==> src/hdl/ulbp_pkg.sv <==
// ----------------------------------------------------------------------------
// ulbp_pkg
// Types, sizes and the uniform-pattern lookup for the LBP stream core.
// ----------------------------------------------------------------------------
package ulbp_pkg;

  localparam int MAX_WIDTH   = 256;
  localparam int MAX_HEIGHT  = 256;
  localparam int PIX_W       = 8;
  localparam int COORD_W     = 8;
  localparam int SIZE_W      = 9;
  localparam int ADDR_W      = $clog2(MAX_WIDTH);
  localparam int CODE_W      = 6;
  localparam int QUEUE_DEPTH = 2;
  localparam int RES_KINDS   = 4;

  localparam logic [SIZE_W-1:0] MIN_SIZE     = SIZE_W'(2);
  localparam logic [SIZE_W-1:0] MAX_W_SIZE   = SIZE_W'(MAX_WIDTH);
  localparam logic [SIZE_W-1:0] MAX_H_SIZE   = SIZE_W'(MAX_HEIGHT);
  localparam logic [SIZE_W-1:0] RESET_WIDTH  = SIZE_W'(64);
  localparam logic [SIZE_W-1:0] RESET_HEIGHT = SIZE_W'(64);

  // configuration register indexes
  localparam logic CFG_FRAME_WIDTH  = 1'b0;
  localparam logic CFG_FRAME_HEIGHT = 1'b1;

  // result kinds, one bit each, emitted lowest bit first:
  // bit0 upper row left, bit1 upper row right edge,
  // bit2 bottom row left, bit3 bottom row right edge
  typedef logic [RES_KINDS-1:0] res_mask_t;

  // one classified pixel passed from front to back
  typedef struct packed {
    logic [PIX_W-1:0]   pixel;
    logic [COORD_W-1:0] row;
    logic [COORD_W-1:0] col;
    res_mask_t          mask;
    logic               row_zero;
    logic               first_col;
    logic               done;
  } q_item_t;

  typedef logic [CODE_W-1:0] uni_lut_t [256];

  function automatic logic is_uniform8(logic [7:0] v);
    logic [7:0] diff;
    int         cnt;
    diff = v ^ {v[0], v[7:1]};
    cnt  = 0;
    for (int i = 0; i < 8; i++) begin
      cnt += int'(diff[i]);
    end
    return cnt <= 2;
  endfunction

  function automatic uni_lut_t build_uni_lut();
    uni_lut_t lut;
    int       idx;
    idx = 1;
    for (int k = 0; k < 256; k++) begin
      if (is_uniform8(8'(k))) begin
        lut[k] = CODE_W'(idx);
        idx++;
      end else begin
        lut[k] = '0;
      end
    end
    return lut;
  endfunction

  localparam uni_lut_t UNI_LUT = build_uni_lut();

endpackage

==> src/hdl/ulbp_queue.sv <==
// ----------------------------------------------------------------------------
// ulbp_queue
// Small register FIFO between the classifier and the window back end.
// ----------------------------------------------------------------------------
module ulbp_queue
  import ulbp_pkg::*;
(
  input  logic    clk_i,
  input  logic    rst_ni,
  input  logic    push_valid_i,
  output logic    push_ready_o,
  input  q_item_t push_item_i,
  output logic    pop_valid_o,
  input  logic    pop_ready_i,
  output q_item_t pop_item_o
);

  localparam int PTR_W = (QUEUE_DEPTH > 1) ? $clog2(QUEUE_DEPTH) : 1;
  localparam int CNT_W = $clog2(QUEUE_DEPTH + 1);

  q_item_t           slot_q [QUEUE_DEPTH];
  logic [PTR_W-1:0]  wr_ptr_q, wr_ptr_d, rd_ptr_q, rd_ptr_d;
  logic [CNT_W-1:0]  cnt_q, cnt_d;
  logic              push, pop;

  assign push_ready_o = (cnt_q != CNT_W'(QUEUE_DEPTH));
  assign pop_valid_o  = (cnt_q != '0);
  assign pop_item_o   = slot_q[rd_ptr_q];
  assign push         = push_valid_i & push_ready_o;
  assign pop          = pop_valid_o & pop_ready_i;

  always_comb begin
    wr_ptr_d = wr_ptr_q;
    rd_ptr_d = rd_ptr_q;
    cnt_d    = cnt_q;
    if (push) begin
      wr_ptr_d = (wr_ptr_q == PTR_W'(QUEUE_DEPTH - 1)) ? '0 : wr_ptr_q + PTR_W'(1);
    end
    if (pop) begin
      rd_ptr_d = (rd_ptr_q == PTR_W'(QUEUE_DEPTH - 1)) ? '0 : rd_ptr_q + PTR_W'(1);
    end
    if (push && !pop) begin
      cnt_d = cnt_q + CNT_W'(1);
    end else if (pop && !push) begin
      cnt_d = cnt_q - CNT_W'(1);
    end
  end

  always_ff @(posedge clk_i or negedge rst_ni) begin
    if (!rst_ni) begin
      wr_ptr_q <= '0;
      rd_ptr_q <= '0;
      cnt_q    <= '0;
    end else begin
      wr_ptr_q <= wr_ptr_d;
      rd_ptr_q <= rd_ptr_d;
      cnt_q    <= cnt_d;
    end
  end

  always_ff @(posedge clk_i) begin
    if (push) begin
      slot_q[wr_ptr_q] <= push_item_i;
    end
  end

endmodule

==> config.mk <==
export PLATFORM = sky130hd
export DESIGN_NAME = ulbp_queue
export DESIGN_NICKNAME = d
export VERILOG_FILES = /design/src/hdl/ulbp_pkg.sv /design/src/hdl/ulbp_queue.sv
export SDC_FILE = /design/constraint.sdc
export NUM_CORES = 1
export LEC_CHECK = 0
export BUFFER_PORTS_ARGS = -buffer_cell sky130_fd_sc_hd__buf_2
export CAP_MARGIN = 20
export CELL_PAD_IN_SITES_DETAIL_PLACEMENT = 0
export CELL_PAD_IN_SITES_GLOBAL_PLACEMENT = 1
export CORE_ASPECT_RATIO = 2
export CORE_MARGIN = 3
export CORE_UTILIZATION = 44
export DETAILED_ROUTE_END_ITERATION = 6
export PLACE_DENSITY = 0.87
export SLEW_MARGIN = 20
export SYNTH_ARGS = -nofsm -noshare
export SYNTH_HDL_FRONTEND = slang
export SYNTH_SLANG_ARGS = --single-unit
export TNS_END_PERCENT = 10
==> constraint.sdc <==
create_clock -name clk_i -period 2.85 [get_ports clk_i]
set_input_delay 0.1425 -clock clk_i [delete_from_list [all_inputs] [get_ports clk_i]]
set_output_delay 0.1425 -clock clk_i [all_outputs]
set_load 0.01 [all_outputs]
# Word level (Yosys, flattened, before mapping)

Memories as Yosys holds them, arrays and structs flattened.
Index checks and enable logic that the tools add are counted.

Output and inout port bits: 33
Bits in writable memories: 62
Word-level logic and storage cells: 23
Memories kept: 1
Register bits after elaboration: 4

Bitwise gates (word level): 2
Equality and inequality tests: 1
$add $sub $neg: 4
Muxes and demuxes: 6
Reductions and logical operators: 6

Memories:

| memory | depth | bits a word | rd ports | clocked after memory_dff | write ports | RTL line         | source |
|---|---|---|---|---|---|---|---|
| slot_q | 2     | 31          | 1        | 0                        | 1           | ulbp_queue.sv:21 | `q_item_t slot_q [QUEUE_DEPTH];` |

Operators with widths:

| operator                                         | count |
|---|---|
| two-way mux 1 bit                                | 4 |
| two-way mux 2 bit                                | 2 |
| nonzero test 2 bit                               | 2 |
| adder 1 bit, second input constant               | 2 |
| adder 2 x 1 -> 2 bit, second input constant      | 1 |
| bitwise AND 1 bit                                | 2 |
| logical AND 1 bit                                | 2 |
| logical NOT 1 bit                                | 2 |
| != test 2 bit, second input constant             | 1 |
| subtractor 2 x 1 -> 2 bit, second input constant | 1 |

# Depth between registers and ports, before layout

Depth after elaboration: 6
Mapped depth: 7

# Worst setup path before layout

OpenSTA, ideal clock, no wires.

Path kind: reg2reg
Start point: register cnt_q[0]
End point: memory slot_q[0][0] (netlist name) (enable)
Arrival: 2013 ps
Cell stages (with the launch flop): 4
Slack: 418 ps
Path buffers: 0
Setup time: 419 ps
Required time: 2431 ps
Period minus slack after synthesis: 2432 ps
Cells stage by stage: dfrtp_1 > nand2b_1 > nand2_1 > nor2_1

Cells in the longest elaborated chain, start to end: 4

Ends and longest elaborated chain:

| element                                 | RTL line         | source |
|---|---|---|
| start, declared                         | ulbp_queue.sv:23 | `logic [CNT_W-1:0] cnt_q, cnt_d;` |
| start signal, assigned                  | ulbp_queue.sv:57 | `cnt_q <= cnt_d;` |
| != test 2 bit                           | ulbp_queue.sv:26 | `assign push_ready_o = (cnt_q != CNT_W'(QUEUE_DEPTH));` |
| net push_ready_o                        | ulbp_queue.sv:11 | `output logic push_ready_o,` |
| bitwise AND 1 bit                       | ulbp_queue.sv:29 | `assign push = push_valid_i & push_ready_o;` |
| two-way mux 1 bit                       | ulbp_queue.sv:62 | `if (push) begin` |
| two-way mux 1 bit (implied by the code) | ulbp_queue.sv:63 | `slot_q[wr_ptr_q] <= push_item_i;` |
| end, declared                           | ulbp_queue.sv:21 |  |

The timed path passes the listed nets, and every way through them passes these cells.

# Worst setup path in the final report

Start point: register cnt_q[0]
End point: memory slot_q[1][9] (netlist name) (enable)

Cells in the longest elaborated chain, start to end: 4

Ends and longest elaborated chain:

| element                                 | RTL line |
|---|---|
| != test 2 bit                           | ulbp_queue.sv:26 |
| bitwise AND 1 bit                       | ulbp_queue.sv:29 |
| two-way mux 1 bit                       | ulbp_queue.sv:62 |
| two-way mux 1 bit (implied by the code) | ulbp_queue.sv:63 |

Every way passes these cells.

==> flow_summary.html <==
<table>
<tr><th>Metric</th><th>Value</th></tr>
<tr><th colspan="2">Status</th></tr>
<tr><td>Run status</td><td>finished clean</td></tr>
<tr><th colspan="2">Clock tree</th></tr>
<tr><td>Clk pin slew, worst setup/hold paths</td><td>approximately 0.07 ns</td></tr>
<tr><td>Number of buffers created by CTS</td><td>9</td></tr>
<tr><td>Clock tree from TritonCTS</td><td>built</td></tr>
<tr><td>Number of levels in the clock H-tree</td><td>3</td></tr>
<tr><td>Deepest clock path buffer count</td><td>2</td></tr>
<tr><td>Source-to-sink clock delay at the later pin of the worst-skew pair</td><td>around 0.32 ns</td></tr>
<tr><td>Number of clock sinks seen by CTS</td><td>between 60 and 70</td></tr>
<tr><td>Number of setup buffers added after CTS</td><td>0</td></tr>
<tr><td>Root buffer cell</td><td>clkbuf_8</td></tr>
<tr><th colspan="2">Floorplanning</th></tr>
<tr><td>Core Footprint</td><td>around 5600 µm²</td></tr>
<tr><td>Top-Level Pins</td><td>68</td></tr>
<tr><td>Die Outline Area</td><td>about 6900 µm²</td></tr>
<tr><td>Initial core utilization</td><td>46.5%</td></tr>
<tr><td>Std cell rows</td><td>38</td></tr>
<tr><td>Height of the die</td><td>114 µm</td></tr>
<tr><td>Die outline width</td><td>around 60 µm</td></tr>
<tr><th colspan="2">Setup path</th></tr>
<tr><td>Worst r2r path cells</td><td>3</td></tr>
<tr><td>Chain of cells forming the critical path</td><td>nand2b_1 -&gt; and3_1 -&gt; buf_4</td></tr>
<tr><td>Critical path required time</td><td>2.85 ns</td></tr>
<tr><td>Critical path peak fanout</td><td>19</td></tr>
<tr><td>Critical Path Slowest Stage Cell</td><td>and3_1</td></tr>
<tr><td>R2r setup slk</td><td>around 1.1 ns</td></tr>
<tr><td>Nature of the critical path endpoint</td><td>flop</td></tr>
<tr><td>Critical R2R Capture</td><td>slot_q[1][9]</td></tr>
<tr><td>Class of the most critical setup path</td><td>reg -&gt; reg</td></tr>
<tr><td>Worst Setup EP</td><td>slot_q[1][9]</td></tr>
<tr><td>Source of the worst register-to-register timing path</td><td>cnt_q[0]</td></tr>
<tr><td>CP Launch Type</td><td>flop</td></tr>
<tr><td>Endpoint arrival time on the critical path</td><td>between 1.5 and 2 ns</td></tr>
<tr><td>Critical Path Start</td><td>cnt_q[0]</td></tr>
<tr><td>Largest stage delay on the critical path</td><td>between 0.5 and 0.6 ns</td></tr>
<tr><th colspan="2">Route</th></tr>
<tr><td>Antenna Violating Nets Remaining</td><td>0</td></tr>
<tr><td>Via count of the routed design</td><td>~1,400</td></tr>
<tr><td>First drt pass iteration count</td><td>4</td></tr>
<tr><td>Mean number of vias per cell</td><td>around 4.7</td></tr>
<tr><td>DRT Wirelength</td><td>~4.2 mm</td></tr>
<tr><td>Initial DRC Count</td><td>26</td></tr>
<tr><td>Number of remaining DRC errors</td><td>0</td></tr>
<tr><td>Detail-routed net length per standard cell</td><td>between 10 and 15 µm</td></tr>
<tr><th colspan="2">Global routing</th></tr>
<tr><td>GR Util All Layers</td><td>13.9%</td></tr>
<tr><td>Initial antenna violation count</td><td>0</td></tr>
<tr><td>Overflow left after global routing</td><td>0</td></tr>
<tr><td>Global-route wire length before repair</td><td>roughly 6.7 mm</td></tr>
<tr><td>Maximum number of pins on one net before global-route repair</td><td>32</td></tr>
<tr><td>Number of global-route vias before repair</td><td>roughly 1,500</td></tr>
<tr><th colspan="2">Timing</th></tr>
<tr><td>Worst-case clock skew</td><td>0.00728 ns</td></tr>
<tr><td>RSZ-0062 raised after global routing</td><td>no</td></tr>
<tr><td>Total count of max-transition violations in the final report</td><td>0</td></tr>
<tr><td>Final worst path period share</td><td>between 60% and 70%</td></tr>
<tr><td>Post-route setup TNS</td><td>0 ns</td></tr>
<tr><td>Worst Tran Pin Value</td><td>0.851 ns</td></tr>
<tr><td>Fmax</td><td>556 MHz</td></tr>
<tr><td>Final critical path time including I/O delays and setup</td><td>1.80 ns</td></tr>
<tr><td>Count of endpoints failing hold in the final timing report</td><td>0</td></tr>
<tr><td>Setup-failing EPs final</td><td>0</td></tr>
<tr><td>Worst Hold Slack</td><td>0.0837 ns</td></tr>
<tr><td>Final WS setup</td><td>~1.1 ns</td></tr>
<tr><td>Max-Slew Margin vs Limit</td><td>43.1%</td></tr>
<tr><th colspan="2">Synth</th></tr>
<tr><td>Synthesis-stage register bit count</td><td>66</td></tr>
<tr><td>Leading area contributor after synthesis</td><td>edfxtp_1</td></tr>
<tr><td>Top cell type's share of synthesized area</td><td>72.0%</td></tr>
<tr><td>Post-synthesis cell area</td><td>approximately 2600 µm²</td></tr>
<tr><td>Warnings from Yosys</td><td>0</td></tr>
<tr><td>Number of instances in the synthesized netlist</td><td>between 100 and 150</td></tr>
<tr><td>Leading post-synthesis cells by cell area</td><td>edfxtp_1, mux2_4, dfrtp_1, buf_12, xnor2_1</td></tr>
<tr><td>Sequential element share of the synthesized area</td><td>between 70% and 80%</td></tr>
<tr><td>Net count of the mapped netlist</td><td>151</td></tr>
<tr><td>Syn_area_per_cell</td><td>~22 µm²</td></tr>
<tr><td>Distinct cell type count after synthesis</td><td>16</td></tr>
<tr><th colspan="2">Pwr</th></tr>
<tr><td>Total power draw</td><td>around 3.3 mW</td></tr>
<tr><td>Combinational share of power</td><td>34.0%</td></tr>
<tr><td>Internal power</td><td>roughly 2.4 mW</td></tr>
<tr><td>IR drop worst, VDD</td><td>0.626 mV</td></tr>
<tr><td>Standby leakage power</td><td>around 1.4 nW</td></tr>
<tr><td>Net Sw Power</td><td>around 0.9 mW</td></tr>
<tr><td>Pwr dens</td><td>between 900 and 1000 nW/µm²</td></tr>
<tr><td>Fraction of power consumed by sequential logic</td><td>about 43%</td></tr>
<tr><td>Power share of the clock group</td><td>a little under a quarter</td></tr>
<tr><td>Proportion of total power due to net switching</td><td>between 20% and 30%</td></tr>
<tr><th colspan="2">Layout</th></tr>
<tr><td>Layout Cell Area excl Fill</td><td>3480 µm²</td></tr>
<tr><td>Layout cell share with drive strength beyond 1</td><td>slightly above 50%</td></tr>
<tr><td># fillers</td><td>399</td></tr>
<tr><td>Syn-to-layout area delta</td><td>34.3%</td></tr>
<tr><td># diodes</td><td>0</td></tr>
<tr><td>Count of nets after finishing</td><td>260</td></tr>
<tr><th colspan="2">Placement</th></tr>
<tr><td>Placed instance area</td><td>just under 3000 µm²</td></tr>
<tr><td>Number of port buffers</td><td>67</td></tr>
<tr><td>Detailed placer's ending HPWL</td><td>~2.9 mm</td></tr>
<tr><td>GPL Wtd Cong</td><td>between 0.7 and 0.8</td></tr>
<tr><td>Setup slack at placement</td><td>about 1.0 ns</td></tr>
<tr><th colspan="2">Job</th></tr>
<tr><td>Number of violations of the max-capacitance limit</td><td>0</td></tr>
<tr><th colspan="2">Worst hold path</th></tr>
<tr><td>Worst hold-check path type</td><td>in -&gt; reg</td></tr>
</table>
-- power by group through the flow --
stage | clock network, mW | logic [mW] | registers (mW)
floorplan | 0 | 0.858 | 1.41
global placement | 0 | 1.09 | 1.41
detailed placement | 0 | 1.09 | 1.43
CTS | 0.767 | 1.13 | 1.41
global route | 0.807 | 1.20 | 1.43
finish | 0.745 | 1.11 | 1.41
-- registers in the layout, indices dropped and copies added (netlist names) --
name and count:
rd_ptr_q 1, cnt_q 2, slot_q 62, wr_ptr_q 1
-- placed cells by master, fill, tap and decap left out, drive strengths merged --
cell / instances
clkinv: 1
buf: 70
nand2: 2
dlygate4sd3: 32
nand2b: 1
nor2: 2
clkbuf: 14
bufinv: 1
xnor2: 3
mux2: 31
edfxtp: 62
dfrtp: 4
ha: 1
inv: 1
or2: 1
xor2: 2
and3: 1
-- kinds of logic (layout without fill, tap and decap cells) --
group / Yosys count / in the layout / synth area share, %
mux: 31 / 31 / 17.7
xor+xnor: 5 / 5 / 1.69
fa+ha+maj: 1 / 1 / 0.483
simple gates: 7 / 7 / 1.40
flops: 66 / 66 / 75.8
buf+inv: 5 / 119 / 2.90
-- metal layers --
layer	wire length, µm	track usage, %
met5	0	0
met4	169	9.91
met3	262	4.74
met2	2390	22.9
met1	1430	13.8
-- synth_stat cells, drive strengths merged --
master  instances
edfxtp         62
and3            1
dfrtp           4
or2             1
nand2           2
nand2b          1
nor2            2
ha              1
buf             4
mux2           31
inv             1
xnor2           3
xor2            2
-- worst min path at each step --
stage,cells after the start,start,to
global route,3,pop_ready_i,rd_ptr_q
floorplan,0,rst_ni,cnt_q[0]
CTS,1,push_item_i[24],slot_q[0][24]
global placement,1,rst_ni,wr_ptr_q
detailed placement,1,rst_ni,wr_ptr_q
finish,3,pop_ready_i,rd_ptr_q
-- timing repair --
item / CTS / global route
endpoints found under the hold margin: 62 / 2
hold buffers: 31 / 1
gates resized for setup: 0 / 0
-- area by class of cell --
type                            count  area (µm²)  share of cell area, %
Tap cell                           60        75.1                   2.16
Clock inverter                      2        35.0                   1.01
Clock buffer                       14         163                   4.68
Multi-Input combinational cell     44         558                   16.1
Sequential cell                    66        1960                   56.5
Inverter                            1        3.75                  0.108
Timing Repair Buffer              102         678                   19.5
-- through the flow --
step | util (%) | cells
detailed placement | 53.2 | 241
global placement | 53.2 | 241
floorplan | - | 115
CTS | 62.3 | 288
global route | 62.5 | 289
finish | 62.5 | 289
-- worst max-delay path, delay by kind of cell (launching register included) --
family,cells,cell delay (ns)
flops,1,0.40
buf+inv,1,0.37
simple gates,2,0.70
(Power assumes the default switching activity.)
