## src/hdl/ulbp_pkg.sv

```systemverilog
// ----------------------------------------------------------------------------
// ulbp_pkg
// Types, sizes and the uniform-pattern lookup for the LBP stream core.
// ----------------------------------------------------------------------------
package ulbp_pkg;

  localparam int MAX_WIDTH   = 256;
  localparam int MAX_HEIGHT  = 256;
  localparam int PIX_W       = 8;
  localparam int COORD_W     = 8;
  localparam int SIZE_W      = 9;
  localparam int ADDR_W      = $clog2(MAX_WIDTH);
  localparam int CODE_W      = 6;
  localparam int QUEUE_DEPTH = 2;
  localparam int RES_KINDS   = 4;

  localparam logic [SIZE_W-1:0] MIN_SIZE     = SIZE_W'(2);
  localparam logic [SIZE_W-1:0] MAX_W_SIZE   = SIZE_W'(MAX_WIDTH);
  localparam logic [SIZE_W-1:0] MAX_H_SIZE   = SIZE_W'(MAX_HEIGHT);
  localparam logic [SIZE_W-1:0] RESET_WIDTH  = SIZE_W'(64);
  localparam logic [SIZE_W-1:0] RESET_HEIGHT = SIZE_W'(64);

  // configuration register indexes
  localparam logic CFG_FRAME_WIDTH  = 1'b0;
  localparam logic CFG_FRAME_HEIGHT = 1'b1;

  // result kinds, one bit each, emitted lowest bit first:
  // bit0 upper row left, bit1 upper row right edge,
  // bit2 bottom row left, bit3 bottom row right edge
  typedef logic [RES_KINDS-1:0] res_mask_t;

  // one classified pixel passed from front to back
  typedef struct packed {
    logic [PIX_W-1:0]   pixel;
    logic [COORD_W-1:0] row;
    logic [COORD_W-1:0] col;
    res_mask_t          mask;
    logic               row_zero;
    logic               first_col;
    logic               done;
  } q_item_t;

  typedef logic [CODE_W-1:0] uni_lut_t [256];

  function automatic logic is_uniform8(logic [7:0] v);
    logic [7:0] diff;
    int         cnt;
    diff = v ^ {v[0], v[7:1]};
    cnt  = 0;
    for (int i = 0; i < 8; i++) begin
      cnt += int'(diff[i]);
    end
    return cnt <= 2;
  endfunction

  function automatic uni_lut_t build_uni_lut();
    uni_lut_t lut;
    int       idx;
    idx = 1;
    for (int k = 0; k < 256; k++) begin
      if (is_uniform8(8'(k))) begin
        lut[k] = CODE_W'(idx);
        idx++;
      end else begin
        lut[k] = '0;
      end
    end
    return lut;
  endfunction

  localparam uni_lut_t UNI_LUT = build_uni_lut();

endpackage

```

## src/hdl/ulbp_back.sv

```systemverilog
// ----------------------------------------------------------------------------
// ulbp_back
// Line stores, 3x3 window and result emission, one result per cycle while the output is not stalled.
// ----------------------------------------------------------------------------
module ulbp_back
  import ulbp_pkg::*;
(
  input  logic               clk_i,
  input  logic               rst_ni,
  input  logic               pop_valid_i,
  output logic               pop_ready_o,
  input  q_item_t            pop_item_i,
  output logic               out_valid_o,
  input  logic               out_ready_i,
  output logic [CODE_W-1:0]  uniform_code_o,
  output logic [PIX_W-1:0]   raw_pattern_o,
  output logic [COORD_W-1:0] out_row_o,
  output logic [COORD_W-1:0] out_col_o,
  output logic               frame_done_o,
  output logic               last_o
);

  // line stores
  logic [PIX_W-1:0] older_mem [MAX_WIDTH];
  logic [PIX_W-1:0] newer_mem [MAX_WIDTH];
  logic [PIX_W-1:0] older_rd_q, newer_rd_q;

  // fetch stage
  q_item_t s1_item_q;
  logic    s1_valid_q, s1_valid_d;

  // window stage
  logic [PIX_W-1:0]   win_q [3][3];
  logic [PIX_W-1:0]   new_col [3];
  logic               s2_valid_q, s2_valid_d;
  res_mask_t          mask_q, mask_d;
  logic [COORD_W-1:0] s2_row_q, s2_col_q;
  logic               s2_done_q;

  // output register
  logic               out_valid_q;
  logic [CODE_W-1:0]  code_q;
  logic [PIX_W-1:0]   pat_q;
  logic [COORD_W-1:0] orow_q, ocol_q;
  logic               fdone_q, last_q;

  logic               out_load, emit, finish, s2_free, xfer, fetch;
  res_mask_t          lowbit, mask_rem;
  logic               low_rows, end_cols;
  logic [1:0]         rsel [3];
  logic [1:0]         csel [3];
  logic [PIX_W-1:0]   view [3][3];
  logic [PIX_W-1:0]   pattern;
  logic [COORD_W-1:0] res_row, res_col;

  assign out_load = !out_valid_q || out_ready_i;
  assign lowbit   = mask_q & (~mask_q + res_mask_t'(1));
  assign mask_rem = mask_q & ~lowbit;
  assign emit     = s2_valid_q && (mask_q != '0) && out_load;
  assign finish   = s2_valid_q && ((mask_q == '0) || (emit && (mask_rem == '0)));
  assign s2_free  = !s2_valid_q || finish;
  assign xfer     = s1_valid_q && s2_free;
  assign fetch    = pop_valid_i && (!s1_valid_q || xfer);
  assign pop_ready_o = !s1_valid_q || xfer;

  // read at fetch, write when the pixel moves into the window
  always_ff @(posedge clk_i) begin
    if (fetch) begin
      older_rd_q <= older_mem[pop_item_i.col];
      newer_rd_q <= newer_mem[pop_item_i.col];
    end
    if (xfer) begin
      older_mem[s1_item_q.col] <= s1_item_q.row_zero ? s1_item_q.pixel : newer_rd_q;
      newer_mem[s1_item_q.col] <= s1_item_q.pixel;
    end
  end

  always_comb begin
    new_col[0] = s1_item_q.row_zero ? s1_item_q.pixel : older_rd_q;
    new_col[1] = s1_item_q.row_zero ? s1_item_q.pixel : newer_rd_q;
    new_col[2] = s1_item_q.pixel;
  end

  // neighborhood view for the kind being emitted: bottom-row results
  // repeat the last row, right-edge results repeat the last column
  always_comb begin
    low_rows = lowbit[2] | lowbit[3];
    end_cols = lowbit[1] | lowbit[3];
    for (int i = 0; i < 3; i++) begin
      rsel[i] = (i == 2) ? 2'd2 : 2'(i) + 2'(low_rows);
      csel[i] = (i == 2) ? 2'd2 : 2'(i) + 2'(end_cols);
    end
    for (int i = 0; i < 3; i++) begin
      for (int j = 0; j < 3; j++) begin
        view[i][j] = win_q[rsel[i]][csel[j]];
      end
    end
    pattern[0] = view[2][2] >= view[1][1];
    pattern[1] = view[2][1] >= view[1][1];
    pattern[2] = view[2][0] >= view[1][1];
    pattern[3] = view[1][2] >= view[1][1];
    pattern[4] = view[1][0] >= view[1][1];
    pattern[5] = view[0][2] >= view[1][1];
    pattern[6] = view[0][1] >= view[1][1];
    pattern[7] = view[0][0] >= view[1][1];
    res_row = low_rows ? s2_row_q : s2_row_q - COORD_W'(1);
    res_col = end_cols ? s2_col_q : s2_col_q - COORD_W'(1);
  end

  always_comb begin
    s1_valid_d = s1_valid_q;
    if (fetch) begin
      s1_valid_d = 1'b1;
    end else if (xfer) begin
      s1_valid_d = 1'b0;
    end
    s2_valid_d = s2_valid_q;
    mask_d     = mask_q;
    if (xfer) begin
      s2_valid_d = 1'b1;
      mask_d     = s1_item_q.mask;
    end else if (finish) begin
      s2_valid_d = 1'b0;
      mask_d     = '0;
    end else if (emit) begin
      mask_d = mask_rem;
    end
  end

  always_ff @(posedge clk_i or negedge rst_ni) begin
    if (!rst_ni) begin
      s1_valid_q  <= 1'b0;
      s2_valid_q  <= 1'b0;
      mask_q      <= '0;
      out_valid_q <= 1'b0;
      for (int i = 0; i < 3; i++) begin
        for (int j = 0; j < 3; j++) begin
          win_q[i][j] <= '0;
        end
      end
    end else begin
      s1_valid_q <= s1_valid_d;
      s2_valid_q <= s2_valid_d;
      mask_q     <= mask_d;
      if (out_load) begin
        out_valid_q <= emit;
      end
      if (xfer) begin
        for (int k = 0; k < 3; k++) begin
          if (s1_item_q.first_col) begin
            win_q[k][0] <= new_col[k];
            win_q[k][1] <= new_col[k];
          end else begin
            win_q[k][0] <= win_q[k][1];
            win_q[k][1] <= win_q[k][2];
          end
          win_q[k][2] <= new_col[k];
        end
      end
    end
  end

  always_ff @(posedge clk_i) begin
    if (fetch) begin
      s1_item_q <= pop_item_i;
    end
    if (xfer) begin
      s2_row_q  <= s1_item_q.row;
      s2_col_q  <= s1_item_q.col;
      s2_done_q <= s1_item_q.done;
    end
    if (emit) begin
      code_q  <= UNI_LUT[pattern];
      pat_q   <= pattern;
      orow_q  <= res_row;
      ocol_q  <= res_col;
      last_q  <= (mask_rem == '0);
      fdone_q <= (mask_rem == '0) && s2_done_q;
    end
  end

  assign out_valid_o    = out_valid_q;
  assign uniform_code_o = code_q;
  assign raw_pattern_o  = pat_q;
  assign out_row_o      = orow_q;
  assign out_col_o      = ocol_q;
  assign frame_done_o   = fdone_q;
  assign last_o         = last_q;

endmodule

```

## config.mk

```make
export PLATFORM = sky130hd
export DESIGN_NAME = ulbp_back
export DESIGN_NICKNAME = d
export VERILOG_FILES = /design/src/hdl/ulbp_pkg.sv /design/src/hdl/ulbp_back.sv
export SDC_FILE = /design/constraint.sdc
export NUM_CORES = 2
export LEC_CHECK = 0
export ABC_CLOCK_PERIOD_IN_PS = 19050
export BUFFER_PORTS_ARGS = -buffer_cell sky130_fd_sc_hd__buf_2
export CAP_MARGIN = 30
export CORE_ASPECT_RATIO = 0.7
export CORE_MARGIN = 5
export CORE_UTILIZATION = 35
export DETAILED_ROUTE_END_ITERATION = 16
export PLACE_DENSITY_LB_ADDON = 0.05
export SLEW_MARGIN = 20
export SYNTH_ARGS = -nofsm -noshare
export SYNTH_HDL_FRONTEND = slang
export SYNTH_SLANG_ARGS = --single-unit
```

## constraint.sdc

```tcl
create_clock -name clk_i -period 19.05 [get_ports clk_i]
set_input_delay 1.905 -clock clk_i [delete_from_list [all_inputs] [get_ports clk_i]]
set_output_delay 1.905 -clock clk_i [all_outputs]
set_load 0.02 [all_outputs]
```

* Word level (Yosys, flattened, before mapping)
Memories as Yosys holds them, arrays and structs flattened. A register that Yosys moved wholly into a read port is not among the register bits.
Index checks and enable logic that the tools add are counted.
** Storage, ports and cells
- Bits in registers :: 153
- Memory bits (writable) :: 4096
- Bits in read-only memories :: 1536
- Bits of input ports :: 35
- Output and inout bits :: 34
- Logic and storage cells :: 119
- Memories kept :: 3
** Cells by class
- $add $sub $neg :: 5
- Order comparisons :: 12
- Muxes and demuxes :: 40
- Bitwise operators :: 11
- Reductions and logical operators :: 20
** Memory list
- newer_mem :: words 256, width 8, read ports 1, clocked after memory_dff 1, write ports 1, line ulbp_back.sv:25 : logic [PIX_W-1:0] newer_mem [MAX_WIDTH];
- older_mem :: words 256, width 8, read ports 1, clocked after memory_dff 1, write ports 1, line ulbp_back.sv:24 : logic [PIX_W-1:0] older_mem [MAX_WIDTH];
- (name not given) :: words 256, width 6, read ports 1, clocked after memory_dff 1, write ports 0, line ulbp_back.sv:173 : code_q <= UNI_LUT[pattern];
** Operator list (number)
- $mux 8 :: 16
- $bmux 24 s2 :: 2
- $bmux 8 s2 :: 6
- $mux 24 :: 4
- $ge 8x8->1 :: 8
- $mux 16 :: 3
- $sub 8x1->8 const B :: 2
- $ge 3x3->1 const B :: 4
- $mux 4 :: 3
- $not 8->9 :: 1
- $and 4x4->4 :: 2
- $logic_not 4->1 :: 2
- $not 4->4 :: 2
- $logic_and 1x1->1 :: 7
- $mux 1 :: 6
- $not 1->3 :: 2
- $not 2->3 :: 2
- $add 1x1->2 const A :: 2
- $add 4x1->4 const B :: 1
- $logic_or 1x1->1 :: 4
- $reduce_bool 2->1 :: 2
- $reduce_bool 4->1 :: 1
- $logic_not 1->1 :: 3
- $reduce_bool 3->1 :: 1
- $or 1x1->1 :: 2

* Logic depth before layout (Yosys ltp)
- Depth after elaboration :: 14
- Depth in mapped cells :: 23
- Mapped depth without buffers :: 19

* Worst setup path after synthesis
OpenSTA, ideal clock, no wires.
- Kind :: flip-flop to flip-flop
- Start :: register s1_item_q (netlist bit new_col[0])
- End :: memory older_mem[0][0], data pin
- Setup time :: 0.768 ns
- Data arrival time :: 6.688 ns
- Required time :: 18.282 ns
- Path slack :: 11.594 ns
- Stages on the path, launching flop included :: 3
- Buffers on the path :: 0
- Period minus slack after synthesis :: 7.456 ns
- Path through :: edfxtp_1 > mux2i_1 > inv_1
** RTL lines
- start, declared :: line ulbp_back.sv:29 : q_item_t s1_item_q;
- start signal, assigned :: line ulbp_back.sv:165 : s1_item_q <= pop_item_i;
- end, declared :: line ulbp_back.sv:24

==> flow_summary.json <==
{
  "drt_iter0_drc": 8896,
  "grt_max_degree": 177,
  "h-tree-depth": 5,
  "synth.avg_cell_area_sq_um": 23.3,
  "crit_chain": "buf_12, buf_4, buf_4, buf_4, buf_4, mux4_2, mux4_2, mux4_2, mux4_2",
  "num_vias": 78411,
  "fin_util_pct": 40.4,
  "dp_hpwl_microns": 290000,
  "die-area_sq_um": 489000,
  "cp-start-kind": "primary input",
  "rsz0062_at_grt": "no",
  "core-area_sq_um": 473000,
  "synthTopCellsByArea": "edfxtp_1 76%, mux4_2 19%, dfrtp_1 1.2%, nor2_1 0.65%, nand2_1 0.54%",
  "arrival_ns": 8.12,
  "synthCells": 7131,
  "pin_count": 69,
  "end_kind": "register",
  "synth_compound_area_share_pct": 1.09,
  "synth_fp_nets": 7220,
  "crit_type": "in -> reg",
  "finalSetupTns_ns": 0,
  "first_pass_iters": 5,
  "p_int_mw": 17.1,
  "outcome": "finished, final reports clean",
  "synth_cell_types": 82,
  "crit_start": "pop_item_i[7]",
  "cts_resized": 0,
  "cpMaxStageDelayCell": "buf_4",
  "path_delay_family": "buffers and inverters",
  "p_sw_share_pct": 27.9,
  "min-delay-start": "s1_item_q[17]$_DFFE_PP_",
  "crit_required_ns": 19.81,
  "synth_ff_type": "edfxtp_1",
  "cts.sinks": 4271,
  "synth_top_family_by_area": "multiplexers",
  "cts_tree": "done",
  "rows": 211,
  "critPathMaxStageDelay_ns": 0.80,
  "clk_latency_ns": 1.02,
  "initial_core_util_pct": 35.2,
  "portBuffers": 68,
  "yosys.area.top_type_share_pct": 75.7,
  "ant_nets": 0,
  "grt_pass1_vias": 78951,
  "finalNetCount": 7721,
  "clockPowerShare_pct": 35.5,
  "cp_max_fo": 87,
  "synthMuxAreaShare_pct": 18.8,
  "period_share_pct": 38.6,
  "synthTopCellsByCount": "4192 x edfxtp_1, 1369 x mux4_2, 290 x nor2_1",
  "synthArstFlopShare_pct": 1.85,
  "synthSimpleGateAreaFrac_pct": 1.68,
  "cts_setup_buffers": 0,
  "yosysTopAreaCell": "edfxtp_1",
  "wl_per_cell_microns": 35.1,
  "cts.clk_slew.worst_paths_ns": 0.06,
  "routed_wl_microns": 501000,
  "critical_path_buf_inv_count": 5,
  "ys_seq_area_share_pct": 76.9,
  "synthXorXnorAreaFrac_pct": 0.0685,
  "maxCapViolations": 0,
  "worst_pin_slew_ns": 1.06,
  "area_growth_pct": 14.8,
  "cts_buffers": 429,
  "pwr-share-seq_pct": 47.7,
  "yosysMostFrequentCell": "edfxtp_1",
  "dieWidth_microns": 834,
  "synth_edf_count": 4192,
  "grt_overflow": 0,
  "worst_slack_ns": 11.69,
  "syn_area_sq_um": 166000,
  "timing_hold_violations_final": 0,
  "gr-usage-all-layers_pct": 20.1,
  "nFillCells": 41208,
  "power_leakage_nw": 59.1,
  "grt_pass1_wl_microns": 685000,
  "drcViolationCount": 0,
  "holdWs_ns": 0.422,
  "clockBufferDepth": 4,
  "finClkSkew_ns": 0.0673,
  "ys_warn_count": 0,
  "dieHeight_microns": 587,
  "finalCriticalPeriod_ns": 7.36,
  "r2r-start": "mask_q[0]$_DFFE_PN0P_",
  "antenna_found_initial": 69,
  "power.net_switching_mw": 6.60,
  "pwr-share-comb_pct": 16.8,
  "setup_viol": 0,
  "via_per_inst": 5.49,
  "hold_path_class": "reg -> reg",
  "globalplace.congestion": 0.773,
  "dp_slack_ns": 10.40,
  "clockRootBuffer": "clkbuf_16",
  "ys_ff_latch": 4271,
  "worst_slew_margin_rel_pct": 29.5,
  "layout-drive-gt1-share_pct": 32.2,
  "finalMaxSlewViolations": 0,
  "power_density_nw_per_um2": 124,
  "yosys.area_share.adder_pct": 0.425,
  "fmax_mhz": 136,
  "hold_buffers": 0,
  "vdd_drop_max_mv": 0.132
}
stage by stage:
step                      instances  power (mW)  area [sq um]
after floorplan                7131        13.9        166000
after CTS                     14250        23.9        190000
after detailed placement      13465        15.5        177000
after global routing          14271        24.7        191000
final                         14293        23.7        191000
after global placement        13447        15.4        176000
flip-flops by register name, indices dropped and copies added, names as in the netlist, 4 cells and up:
name	flops
mask_q	4
s2_row_q	8
raw_pattern_o	8
out_col_o	8
s1_item_q	23
out_row_o	8
newer_rd_q	8
view	8
new_col	8
newer_mem	2048
older_rd_q	8
uniform_code_o	6
s2_col_q	8
older_mem	2048
win_q	64
worst paths after layout:
path                                               end  slack, ns  depth (start not counted)
max in group asynchronous          view[6]$_DFFE_PN0P_      17.15                          2
hold / removal                   s2_row_q[2]$_DFFE_PP_       0.42                          0
min in group asynchronous        mask_q[3]$_DFFE_PN0P_       0.81                          1
setup / recovery               older_rd_q[3]$_DFFE_PP_      11.69                          9
hold reg to reg                  s2_row_q[2]$_DFFE_PP_       0.42                          0
setup reg to reg           uniform_code_o[1]$_DFFE_PP_      13.19                         16
final cells by class:
class / count / area [sq um] / share of cell area [%]
Inverter: 43 / 221 / 0.116
Tap cell: 6283 / 7860 / 4.12
Clock inverter: 248 / 2360 / 1.24
Antenna cell: 24 / 60.1 / 0.0315
Clock buffer: 537 / 11400 / 5.97
Sequential cell: 4271 / 128000 / 67.0
Multi-Input combinational cell: 2418 / 37200 / 19.5
Timing Repair Buffer: 469 / 4030 / 2.11
layer usage:
layer | vias to the layer above | wire [microns] | GRT usage, %
met5 | - | 94 | 0
met4 | 14 | 8750 | 3.49
met3 | 519 | 31400 | 3.36
met2 | 2320 | 225000 | 30.1
met1 | 43963 | 236000 | 31.4
li1 | 31595 | - | -
power groups by stage:
stage | registers, mW | clock network (mW) | logic, mW
floorplan | 11.7 | 0 | 2.26
global placement | 11.5 | 0 | 3.90
detailed placement | 11.5 | 0 | 3.97
CTS | 11.3 | 8.65 | 3.97
global route | 11.3 | 9.04 | 4.33
finish | 11.3 | 8.42 | 3.99
cells by family (layout without fill, tap and decap cells):
logic type,Yosys count,in the layout
xor gates and xnor gates,13,13
other,0,24
and+or+nand+nor,659,659
AOI/OAI and AO/OA,279,279
adders and majority gates,57,57
DFF,4271,4271
muxes,1410,1410
buffers and inverters,442,1297
cells in the final DEF, fill, tap and decap left out, types with 7 or more instances in the layout:
| cell type | count |
|---|---|
| edfxtp_1 | 4192 |
| mux4_2 | 1369 |
| clkbuf_16 | 441 |
| buf_4 | 363 |
| nand2_1 | 227 |
| nor2_1 | 207 |
| o21ai_0 | 126 |
| clkbuf_1 | 95 |
| clkinv_1 | 91 |
| clkinv_2 | 80 |
| dfrtp_1 | 79 |
| buf_2 | 61 |
| ha_1 | 54 |
| nor2_2 | 46 |
| mux2i_1 | 41 |
| bufinv_16 | 40 |
| nor2_4 | 38 |
| a21oi_1 | 34 |
| inv_1 | 32 |
| nand3_1 | 25 |
| diode_2 | 24 |
| buf_16 | 19 |
| buf_12 | 18 |
| o211ai_1 | 17 |
| clkinvlp_4 | 16 |
| nor2b_1 | 14 |
| a31oi_1 | 14 |
| nor3_1 | 14 |
| and3_1 | 12 |
| nand2_2 | 12 |
| nor4_1 | 10 |
| a211oi_1 | 9 |
| inv_8 | 9 |
| xor2_1 | 9 |
| nand2b_1 | 8 |
| o2111ai_1 | 8 |
| and2_1 | 8 |
| o21a_1 | 7 |
| o221ai_1 | 7 |
| inv_6 | 7 |
worst register-to-register path, delay by kind of cell (launching register included):
| kind | cells | cell delay (ns) |
|---|---|---|
| AO/OA/AOI/OAI | 6 | 1.78 |
| adder cells (fa/ha/maj) | 2 | 0.51 |
| buffers and inverters | 3 | 0.91 |
| flip-flops | 1 | 0.32 |
| multiplexers | 1 | 0.60 |
| AND/OR/NAND/NOR | 4 | 1.53 |
No activity file was read; power rests on OpenSTA's default activity.
